==> config.mk <==
export PLATFORM = sky130hd
export DESIGN_NAME = cba_ctrl
export DESIGN_NICKNAME = d
export VERILOG_FILES = /design/src/design/cba_pkg.sv /design/src/design/cba_ctrl.sv
export SDC_FILE = /design/constraint.sdc
export NUM_CORES = 1
export LEC_CHECK = 0
export BUFFER_PORTS_ARGS = -buffer_cell sky130_fd_sc_hd__buf_2
export CORE_UTILIZATION = 43
export DETAILED_ROUTE_END_ITERATION = 10
export GPL_ROUTABILITY_DRIVEN = 0
export HOLD_SLACK_MARGIN = 0.12
export PLACE_DENSITY = 0.76
export RECOVER_POWER = 25
export SLEW_MARGIN = 20
export SYNTH_ARGS = -nofsm -noshare
export SYNTH_HDL_FRONTEND = slang
export SYNTH_SLANG_ARGS = --single-unit
==> constraint.sdc <==
create_clock -name clk -period 1.7 [get_ports clk]
set_input_delay 0.085 -clock clk [delete_from_list [all_inputs] [get_ports clk]]
set_output_delay 0.085 -clock clk [all_outputs]
set_load 0.05 [all_outputs]
==> src/design/cba_pkg.sv <==
// Shared widths, codes and handshake structs of the contiguous block allocator.
package cba_pkg;

    localparam int ID_W       = 16;
    localparam int SIZE_W     = 24;
    localparam int BB_W       = 16;
    localparam int TOTAL_W    = 11;
    localparam int STATUS_W   = 3;
    localparam int START_W    = 10;
    localparam int LEN_W      = 11;
    localparam int CFG_IDX_W  = 2;
    localparam int CFG_DATA_W = 16;

    localparam logic [LEN_W-1:0]      LEN_MAX     = 11'd2047;
    localparam logic [BB_W-1:0]       BB_RESET    = 16'd512;
    localparam logic [TOTAL_W-1:0]    TOTAL_RESET = 11'd1024;

    localparam logic [CFG_IDX_W-1:0]  REG_BLOCK_BYTES  = 2'd0;
    localparam logic [CFG_IDX_W-1:0]  REG_TOTAL_BLOCKS = 2'd1;

    localparam logic                  FUNC_REMOVE = 1'b1;

    localparam logic [STATUS_W-1:0]   ST_ALLOC     = 3'd0;
    localparam logic [STATUS_W-1:0]   ST_QUEUED    = 3'd1;
    localparam logic [STATUS_W-1:0]   ST_DROPPED   = 3'd2;
    localparam logic [STATUS_W-1:0]   ST_REMOVED   = 3'd3;
    localparam logic [STATUS_W-1:0]   ST_NOT_FOUND = 3'd4;
    localparam logic [STATUS_W-1:0]   ST_PLACED    = 3'd5;

    typedef struct packed {
        logic [STATUS_W-1:0] status;
        logic [ID_W-1:0]     id;
        logic [START_W-1:0]  start;
        logic [LEN_W-1:0]    len;
        logic                last;
    } res_t;

    // Commands from the sequencer to the datapath
    typedef struct packed {
        logic clr_en;
        logic cap_in;
        logic div_go;
        logic slot_step;
        logic run_step;
        logic mark_step;
        logic dir_wr;
        logic retry;
        logic enq;
        logic rm_step;
        logic rm_chk;
        logic free_step;
        logic rm_done;
        logic q_ld;
        logic q_next;
        logic cmp_rd;
        logic cmp_wr;
        logic cmp_done;
        logic out_sel2;
    } cmd_t;

    // Status from the datapath to the sequencer
    typedef struct packed {
        logic clr_end;
        logic div_busy;
        logic n_zero;
        logic slot_found;
        logic slot_end;
        logic run_found;
        logic run_end;
        logic mark_end;
        logic rm_end;
        logic rm_valid;
        logic rm_match;
        logic free_end;
        logic q_more;
        logic cmp_end;
    } sts_t;

    function automatic logic [LEN_W-1:0] len_sat(input logic [31:0] v);
        len_sat = (v > 32'(LEN_MAX)) ? LEN_MAX : v[LEN_W-1:0];
    endfunction

endpackage

==> src/design/cba_ctrl.sv <==
// Allocator sequencer: steps each request through divide, scans, updates and output.
module cba_ctrl (
    input  logic          clk,
    input  logic          rst_n,
    input  logic          in_valid,
    input  logic          func,
    input  logic          out_stall,
    input  cba_pkg::sts_t sts,
    output logic          in_stall,
    output logic          out_valid,
    output cba_pkg::cmd_t cmd
);

    localparam logic [4:0] S_CLEAR    = 5'd0;
    localparam logic [4:0] S_IDLE     = 5'd1;
    localparam logic [4:0] S_DIV_GO   = 5'd2;
    localparam logic [4:0] S_DIV_WAIT = 5'd3;
    localparam logic [4:0] S_SLOT     = 5'd4;
    localparam logic [4:0] S_RUN      = 5'd5;
    localparam logic [4:0] S_MARK     = 5'd6;
    localparam logic [4:0] S_DIRW     = 5'd7;
    localparam logic [4:0] S_ADD_FAIL = 5'd8;
    localparam logic [4:0] S_RM_SCAN  = 5'd9;
    localparam logic [4:0] S_RM_CHK   = 5'd10;
    localparam logic [4:0] S_RM_FREE  = 5'd11;
    localparam logic [4:0] S_QTRY     = 5'd12;
    localparam logic [4:0] S_QLD      = 5'd13;
    localparam logic [4:0] S_CMP_RD   = 5'd14;
    localparam logic [4:0] S_CMP_WR   = 5'd15;
    localparam logic [4:0] S_OUT1     = 5'd16;
    localparam logic [4:0] S_OUT2     = 5'd17;

    logic [4:0] state_reg;
    logic [4:0] state_next;
    logic       retry_reg;
    logic       retry_next;
    logic       two_reg;
    logic       two_next;
    logic [4:0] fail_state;

    // Where a failed placement goes: next queue entry, or queue/drop the add
    assign fail_state = retry_reg ? S_QTRY : S_ADD_FAIL;

    always_comb
    begin
        cmd        = '0;
        state_next = state_reg;
        retry_next = retry_reg;
        two_next   = two_reg;
        unique case (state_reg)
            S_CLEAR:
            begin
                cmd.clr_en = 1'b1;
                if (sts.clr_end)
                begin
                    state_next = S_IDLE;
                end
            end
            S_IDLE:
            begin
                if (in_valid)
                begin
                    cmd.cap_in = 1'b1;
                    retry_next = 1'b0;
                    two_next   = 1'b0;
                    state_next = (func == cba_pkg::FUNC_REMOVE) ? S_RM_SCAN : S_DIV_GO;
                end
            end
            S_DIV_GO:
            begin
                cmd.div_go = 1'b1;
                state_next = S_DIV_WAIT;
            end
            S_DIV_WAIT:
            begin
                if (!sts.div_busy)
                begin
                    state_next = S_SLOT;
                end
            end
            S_SLOT:
            begin
                cmd.slot_step = 1'b1;
                if (sts.slot_found)
                begin
                    state_next = sts.n_zero ? S_DIRW : S_RUN;
                end
                else if (sts.slot_end)
                begin
                    cmd.q_next = retry_reg;
                    state_next = fail_state;
                end
            end
            S_RUN:
            begin
                cmd.run_step = 1'b1;
                if (sts.run_found)
                begin
                    state_next = S_MARK;
                end
                else if (sts.run_end)
                begin
                    cmd.q_next = retry_reg;
                    state_next = fail_state;
                end
            end
            S_MARK:
            begin
                cmd.mark_step = 1'b1;
                if (sts.mark_end)
                begin
                    state_next = S_DIRW;
                end
            end
            S_DIRW:
            begin
                cmd.dir_wr = 1'b1;
                cmd.retry  = retry_reg;
                if (retry_reg)
                begin
                    two_next   = 1'b1;
                    state_next = S_CMP_RD;
                end
                else
                begin
                    state_next = S_OUT1;
                end
            end
            S_ADD_FAIL:
            begin
                cmd.enq    = 1'b1;
                state_next = S_OUT1;
            end
            S_RM_SCAN:
            begin
                if (sts.rm_end)
                begin
                    cmd.rm_done = 1'b1;
                    state_next  = S_QTRY;
                end
                else if (sts.rm_valid)
                begin
                    state_next = S_RM_CHK;
                end
                else
                begin
                    cmd.rm_step = 1'b1;
                end
            end
            S_RM_CHK:
            begin
                cmd.rm_chk = 1'b1;
                state_next = sts.rm_match ? S_RM_FREE : S_RM_SCAN;
            end
            S_RM_FREE:
            begin
                cmd.free_step = 1'b1;
                if (sts.free_end)
                begin
                    state_next = S_RM_SCAN;
                end
            end
            S_QTRY:
            begin
                state_next = sts.q_more ? S_QLD : S_OUT1;
            end
            S_QLD:
            begin
                cmd.q_ld   = 1'b1;
                retry_next = 1'b1;
                state_next = S_DIV_GO;
            end
            S_CMP_RD:
            begin
                cmd.cmp_rd = 1'b1;
                if (sts.cmp_end)
                begin
                    cmd.cmp_done = 1'b1;
                    state_next   = S_OUT1;
                end
                else
                begin
                    state_next = S_CMP_WR;
                end
            end
            S_CMP_WR:
            begin
                cmd.cmp_wr = 1'b1;
                state_next = S_CMP_RD;
            end
            S_OUT1:
            begin
                if (!out_stall)
                begin
                    state_next = two_reg ? S_OUT2 : S_IDLE;
                end
            end
            S_OUT2:
            begin
                cmd.out_sel2 = 1'b1;
                if (!out_stall)
                begin
                    state_next = S_IDLE;
                end
            end
            default:
            begin
                state_next = S_IDLE;
            end
        endcase
    end

    always_ff @(posedge clk or negedge rst_n)
    begin
        if (!rst_n)
        begin
            state_reg <= S_CLEAR;
            retry_reg <= 1'b0;
            two_reg   <= 1'b0;
        end
        else
        begin
            state_reg <= state_next;
            retry_reg <= retry_next;
            two_reg   <= two_next;
        end
    end

    assign in_stall  = state_reg != S_IDLE;
    assign out_valid = (state_reg == S_OUT1) || (state_reg == S_OUT2);

endmodule

==> flow_metrics.py, run 1 <==
metrics = {
    "outcome": {
        "status": "did not finish",
        "lastStage": "global routing (5_1_grt)",
        "error_line": "[ERROR DPL-0038] Utilization greater than 100%, impossible to legalize",
    },
    "synth": {
        "synth_top_cell_area_share_pct": 18.5,
        "synth_cells": 125,
        "ys_async_sr_fraction_pct": 100,
        "synth_area_um2": 948,
        "synth.top_cells.by_area": "dfrtp_1, nor2_1, nor3_1",
        "yosys_warnings": 0,
        "yosysTopAreaCell": "dfrtp_1",
        "yosys_register_bits": 7,
        "synth-edff-count": 0,
        "synth_cell_types": 47,
        "ys_seq_area_share_pct": 18.5,
        "synthFlopType": "dfrtp_1",
        "avgSynthCellArea_um2": 7.59,
        "synth_nets": 144,
    },
    "placement": {
        "portBuffers": 39,
        "post-place-ws_ps": -141,
        "hpwl_mm": 2.69,
    },
    "clock_network": {
        "clock-sinks": 7,
        "clock_path_buffers": 2,
        "cts.htree.levels": 1,
        "cts_buffers": 3,
        "root_buffer": "clkbuf_4",
    },
    "global_route": {
        "grt_start_max_net_pins": 18,
    },
    "die": {
        "row_count": 16,
        "start_util_pct": 46.9,
        "die_y_um": 49.0,
        "pin_count": 40,
        "die_w_um": 49.0,
    },
    "timing": {
        "worst_endpoint": "cmd[4]",
        "worst-ep-kind": "output port",
    },
}
## cell usage after synthesis, drive strengths merged (2+ instances only)
master,number
mux2,2
nor2,14
nand3b,2
a311o,2
nor3,10
a31oi,2
mux2i,4
a211oi,2
o211ai,2
a21oi,6
o22ai,2
nor4bb,2
nor2b,4
inv,8
o21ai,5
nand2,10
o31ai,2
dfrtp,7
nand2b,2
and2,2
buf,10
nand3,4
nor4,4
or3b,2
or4,2
## logic make-up after synthesis
kind of cell	synth area share [%]
AO/OA/AOI/OAI	21.4
XOR/XNOR	0.924
buffers and inverters	9.63
flip-flops	18.5
multiplexers	7.39
AND/OR/NAND/NOR	42.2
## through the flow
step	TNS, ps	area [um2]	util, %	cells	hold WS [ps]
after floorplan	-1280	1080	-	125	-211
after detailed placement	-556	1530	75.7	217	-77.7
after CTS	-740	1770	87.6	225	130
after global placement	-131	1530	75.7	217	-80.0
## repair_timing
action                                  CTS
pin swaps                                 6
setup buffers                             3
endpoints found under the setup margin   23
endpoints found under the hold margin     7
cloned                                    0
hold buffers                              1
resized for setup                        52
==> run 2: changes to the inputs <==
- CORE_AREA: default -> 2 2 63 65
- CORE_UTILIZATION: 43 -> default
- DIE_AREA: default -> 0 0 65 67
- HOLD_SLACK_MARGIN: 0.12 -> default
- PLACE_DENSITY: 0.76 -> default
- PLACE_DENSITY_LB_ADDON: default -> 0.15
- clock period: 1.7 -> 2.2 ns (I/O delays scaled with it)
==> run 2 against run 1 <==
Against the previous run:
- synthesized area is the same
- synthesized cell count stayed put
- the run now ends clean
==> flow_metrics.py, run 2 <==
metrics = {
    "worst_setup_path": {
        "crit_fanout": 11,
        "required_ps": 2310,
        "crit_arrival_ps": 2100,
        "critical_path_class": "flip-flop to flip-flop",
        "critPathCaptureType": "flip-flop",
        "startpoint_type": "flip-flop",
    },
    "timing": {
        "rsz0062_at_grt": "false",
        "final_hold_viol_count": 0,
        "post-route-period-util_pct": 90.2,
        "max-slew-margin-rel_pct": 68.3,
        "layout_min_cycle_time_ps": 1980,
        "slew_violations": 0,
        "fin_worst_skew_ps": 1.55,
        "setup_ws_ps": 216,
        "setup_viol": 0,
        "tightestPinTransition_ps": 472,
        "fmax_ghz": 0.504,
    },
    "die": {
        "pin_count": 40,
        "row_count": 22,
        "die_area_um2": 4360,
        "core_area_um2": 3610,
        "die_w_um": 65,
        "die_y_um": 67,
        "start_util_pct": 26.3,
    },
    "synth": {
        "yosysMostFrequentCell": "nor2_1",
        "synth_common_cells": "nor2_1, nand2_1, nor3_1",
        "synthFlopType": "dfrtp_1",
        "yosysTopAreaCell": "dfrtp_1",
        "yosys_register_bits": 7,
        "yosys_warnings": 0,
        "synth_area_um2": 948,
        "synth-edff-count": 0,
        "synth_cell_types": 47,
        "synth_nets": 144,
        "synth_cells": 125,
        "synth_top_cell_area_share_pct": 18.5,
        "ys_async_sr_fraction_pct": 100,
        "avgSynthCellArea_um2": 7.59,
        "ys_seq_area_share_pct": 18.5,
        "synth.top_cells.by_area": "dfrtp_1, nor2_1, nor3_1",
    },
    "finish": {
        "layout-drive-gt1-share_pct": 42.2,
        "layout_common_cells": "buf_2, nor2_1, nand2_1, inv_1, buf_4",
        "nets": 186,
        "largest_reg_flops": 5,
        "fillCellCount": 383,
        "mostFrequentLayoutCell": "buf_2",
        "antenna_cells": 0,
        "finish.utilization_pct": 36.0,
        "area_growth_pct": 36.9,
    },
    "pwr": {
        "p_int_mw": 0.875,
        "leakage_nw": 0.596,
        "switching_share_pct": 55.1,
        "power.net_switching_mw": 1.07,
        "clkPwrFrac_pct": 9.4,
        "irDropWorstVdd_v": 0.000794,
        "powerDensity_nw_per_um2": 1500,
        "power_frac_seq_pct": 14.6,
        "pwr-share-comb_pct": 76.0,
        "p_total_mw": 1.95,
    },
    "detailed_routing": {
        "avgViaCountPerCell": 5.14,
        "drt_wl_total_mm": 3.25,
        "drt_iter0_markers": 35,
        "detail_route.first_pass.iterations": 4,
        "post-route-drc-count": 0,
        "vias": 1101,
        "post_drt_wl_per_cell_um": 15.2,
        "ant_nets": 0,
    },
    "placement": {
        "portBuffers": 39,
        "post-place-ws_ps": 212,
        "hpwl_mm": 2.59,
    },
    "global_route": {
        "grt_start_max_net_pins": 22,
        "top_usage_layer": "met2",
        "grt_use_met2_pct": 25.0,
        "grt_pass1_vias": 1028,
        "grt_overflow": 0,
        "grt_usage_pct": 15.7,
        "use_met3_pct": 3.04,
        "globalRouteMet1Util_pct": 20.8,
        "grt_pass1_wl_mm": 5.22,
        "antenna_found_initial": 0,
    },
    "hold_path": {
        "hp-class": "primary input to flip-flop",
    },
    "clock_network": {
        "clock_path_buffers": 2,
        "root_buffer": "clkbuf_8",
        "cts_buffers": 3,
        "cts_tree": "done",
        "worst_setup_hold_path_clk_slew_ps": 40,
        "clock-sinks": 7,
        "post-cts-setup-buffers": 0,
        "cts.htree.levels": 1,
        "clock_latency_ps": 230,
    },
    "outcome": {
        "status": "finished clean",
    },
    "run": {
        "drv_cap": 0,
    },
}
run 2: worst paths after layout:
path                                           from                        to  slack [ps]  cells past startpoint
setup / recovery           state_reg[4]$_DFFE_PN0P_  state_reg[2]$_DFFE_PN0P_         220                      5
hold / removal                            out_stall  state_reg[4]$_DFFE_PN0P_         160                      3
setup reg to reg           state_reg[4]$_DFFE_PN0P_  state_reg[2]$_DFFE_PN0P_         220                      5
hold reg to reg                 two_reg$_DFFE_PN0P_       two_reg$_DFFE_PN0P_         520                      2
max in group asynchronous                     rst_n     retry_reg$_DFFE_PN0P_        1590                      2
min in group asynchronous                     rst_n  state_reg[0]$_DFFE_PN0P_         320                      2
run 2: layout make-up:
cell class	count	area, um2	share of cell area, %
clock buffer	4	45.0	3.47
sequential	7	175	13.5
multi-input combinational	99	724	55.8
inverter	8	30.0	2.31
timing repair buffer	48	264	20.3
tap	48	60.1	4.62
run 2: power by group through the flow:
stage | registers, mW | clock network (mW) | logic, mW
after detailed placement | 0.281 | 0 | 1.48
after floorplan | 0.231 | 0 | 1.17
after global placement | 0.281 | 0 | 1.47
after CTS | 0.280 | 0.185 | 1.48
final | 0.284 | 0.183 | 1.48
after global routing | 0.298 | 0.195 | 1.61
run 2: kinds of logic (layout without fill, tap and decap cells):
logic type | after synthesis | count (layout) | share of synthesized area [%]
XOR/XNOR | 1 | 1 | 0.924
multiplexers | 6 | 6 | 7.39
flip-flops | 7 | 7 | 18.5
AO/OA/AOI/OAI | 28 | 28 | 21.4
AND/OR/NAND/NOR | 64 | 64 | 42.2
buffers and inverters | 19 | 60 | 9.63
run 2: layer usage:
layer	up-vias	routed length [um]
met5	-	0
met4	0	46
met3	5	265
met2	44	1470
met1	511	1470
li1	541	-
run 2: worst max-delay path: stages (launching register included):
cell      delay (ps)
dfrtp_1          490
nand2b_2         280
or4_1            530
o31ai_2          130
nor4_4           120
mux2_4           310
run 2: through the flow:
step           hold slack (ps)  instance area [um2]  TNS, ps  cells
2_1_floorplan             -186                  983    -31.4    125
3_3_place_gp             -47.6                 1240        0    209
3_5_place_dp             -42.5                 1240        0    209
4_1_cts                    157                 1290        0    214
5_1_grt                    193                 1300        0    214
6_report                   163                 1300        0    214
run 2: timing repair:
action / in CTS / in global routing
hold endpoints to repair: 7 / 0
gates resized for setup: 0 / 2
endpoints found under the setup margin: 0 / 1
hold buffers: 1 / 0
Power figures use the tool's default switching activity.
==> run 3: changes to the inputs <==
- ABC_AREA: default -> 1
==> run 3 against run 2 <==
Against the previous run:
- via count is 12% higher
- count of clock-buffer cells in the layout down 1
- clock skew about the same
- clock power shrank 3%
- largest cell class unchanged
- combinational power shrank 11%
- hold slack better by 45 ps
- synthesized area up 9.5%
- critical endpoint is now cmd[11]
- non-clock buffer count down 8
- maximum frequency grew 7.0%
- largest power group unchanged
- final cell count is 26% higher
==> flow_metrics.py, run 3 <==
metrics = {
    "finish": {
        "antenna_cells": 0,
        "finish.utilization_pct": 36.6,
        "mostFrequentLayoutCell": "nand2_1",
        "nets": 242,
        "layout-drive-gt1-share_pct": 32.9,
        "area_growth_pct": 27.0,
        "layout_common_cells": "nand2_1, buf_2, nor2_1, inv_1, nand3_1",
        "largest_reg_flops": 5,
    },
    "pwr": {
        "power.net_switching_mw": 1.12,
        "p_int_mw": 0.654,
        "leakage_nw": 0.828,
        "powerDensity_nw_per_um2": 1340,
        "clkPwrFrac_pct": 10.0,
        "p_total_mw": 1.77,
        "power_frac_seq_pct": 15.8,
        "irDropWorstVdd_v": 0.000503,
        "switching_share_pct": 63.1,
        "pwr-share-comb_pct": 74.2,
    },
    "clock_network": {
        "cts_tree": "done",
        "worst_setup_hold_path_clk_slew_ps": 40,
        "cts.htree.levels": 1,
        "clock-sinks": 7,
        "cts_buffers": 3,
        "clock_path_buffers": 2,
        "clock_latency_ps": 230,
        "post_cts_resized": 0,
        "root_buffer": "clkbuf_8",
    },
    "detailed_routing": {
        "drt_iter0_markers": 74,
        "ant_nets": 0,
        "drt_wl_total_mm": 3.30,
        "detail_route.first_pass.iterations": 4,
        "avgViaCountPerCell": 4.55,
        "vias": 1228,
        "post-route-drc-count": 0,
        "post_drt_wl_per_cell_um": 12.2,
    },
    "timing": {
        "tightestPinTransition_ps": 367,
        "fin_worst_skew_ps": 1.61,
        "rsz0062_at_grt": "false",
        "layout_min_cycle_time_ps": 1850,
        "fmax_ghz": 0.539,
        "final_hold_viol_count": 0,
        "post-route-period-util_pct": 84.3,
        "setup_viol": 0,
        "slew_violations": 0,
        "setup-tns-final_ps": 0,
        "max-slew-margin-rel_pct": 75.5,
    },
    "synth": {
        "ys_async_sr_fraction_pct": 100,
        "synthAdderAreaFrac_pct": 0,
        "avgSynthCellArea_um2": 5.71,
        "synthFlopType": "dfrtp_1",
        "synth_cell_types": 25,
        "synth_top_family_by_area": "simple AND/OR/NAND/NOR gates",
        "ys_seq_area_share_pct": 16.9,
        "synth_xor_area_share_pct": 0,
        "synth_area_um2": 1040,
        "synth.top_cells.by_area": "nand2_1, dfrtp_1, nor2_1",
        "synth_cells": 182,
        "yosys_register_bits": 7,
        "yosys_warnings": 0,
        "synth-edff-count": 0,
        "synth_compound_area_share_pct": 4.94,
        "yosysMostFrequentCell": "nand2_1",
        "synth_simple_gate_area_share_pct": 64.5,
        "yosysTopAreaCell": "nand2_1",
        "synth_nets": 201,
        "synth_top_cell_area_share_pct": 20.2,
        "synth_common_cells": "nand2_1, nor2_1, inv_1",
        "synth.mux.area_fraction_pct": 0,
    },
    "global_route": {
        "grt_pass1_vias": 1158,
        "grt_usage_pct": 15.9,
        "antenna_found_initial": 0,
        "grt_overflow": 0,
        "grt_start_max_net_pins": 10,
        "grt_pass1_wl_mm": 5.18,
    },
    "worst_setup_path": {
        "cp_slowest_cell": "dfrtp_1",
        "crit_fanout": 8,
        "required_ps": 2090,
        "critical_path_class": "flip-flop to primary output",
        "startpoint_type": "flip-flop",
        "crit_arrival_ps": 1740,
        "r2r_cells": 9,
        "critPathCaptureType": "primary output",
        "max_stage_delay_ps": 540,
        "crit_chain": "nand2_1, nor2_4, nand2_2, inv_1, buf_2",
    },
    "placement": {
        "hpwl_mm": 2.84,
        "portBuffers": 39,
    },
    "die": {
        "start_util_pct": 28.8,
        "row_count": 22,
        "die_y_um": 67,
        "core_area_um2": 3610,
        "die_area_um2": 4360,
        "die_w_um": 65,
        "pin_count": 40,
    },
    "outcome": {
        "status": "finished clean",
    },
    "hold_path": {
        "hp-class": "primary input to flip-flop",
        "whs_path_depth": 3,
    },
    "run": {
        "drv_cap": 0,
    },
}
-- run 3: what timing repair did --
action,CTS,global route
hold endpoints to repair,7,0
buffers inserted,0,0
endpoints found under the setup margin,0,0
hold buffers,1,0
-- run 3: area by class of cell --
cell class	count	area, um2
multi-input cells	141	718
fillers	431	2290
well taps	48	60.1
flip-flops and latches	7	175
inverters	30	115
repair buffers	40	204
clock inverters	1	5.00
clock buffers	3	41.3
-- run 3: path summary, 6_finish.rpt --
check | startpoint | slack [ps] | to
setup / recovery | state_reg[1]$_DFFE_PN0P_ | 350 | cmd[11]
hold / removal | out_stall | 210 | state_reg[4]$_DFFE_PN0P_
setup reg to reg | state_reg[1]$_DFFE_PN0P_ | 540 | state_reg[0]$_DFFE_PN0P_
hold reg to reg | two_reg$_DFFE_PN0P_ | 490 | two_reg$_DFFE_PN0P_
max in group asynchronous | rst_n | 1630 | state_reg[0]$_DFFE_PN0P_
min in group asynchronous | rst_n | 310 | state_reg[4]$_DFFE_PN0P_
-- run 3: per-stage QoR --
step | cells | area [um2] | worst slack (ps) | hold WS [ps]
finish | 270 | 1320 | 346 | 208
global route | 270 | 1320 | 219 | 253
CTS | 270 | 1320 | 343 | 214
detailed placement | 265 | 1270 | 572 | -48.6
global placement | 265 | 1270 | 613 | -45.7
floorplan | 182 | 1040 | 20.1 | -186
-- run 3: routing by layer --
layer | part of all wire, % | GRT usage [%]
met1 | 46 | 19.9
met2 | 48 | 27.4
met3 | 3.4 | 0.845
met4 | 2.7 | 8.24
met5 | 0 | 0
-- run 3: logic make-up (layout without fill, tap and decap cells) --
family          count (synthesis)  in the layout
simple gates                  132            132
buf+inv                        34             74
compound gates                  9              9
flops                           7              7
-- run 3: critical path, delay by kind of cell (launching register included) --
family | cells | cell delay [ps]
buffers and inverters | 2 | 310
and+or+nand+nor | 3 | 660
DFF | 1 | 540
-- run 3: power groups by stage --
stage | clock, mW | combinational (mW) | sequential, mW
after floorplan | 0 | 1.06 | 0.234
after global placement | 0 | 1.32 | 0.283
after detailed placement | 0 | 1.31 | 0.283
after CTS | 0.185 | 1.32 | 0.281
after global routing | 0.190 | 1.44 | 0.289
final | 0.177 | 1.31 | 0.280
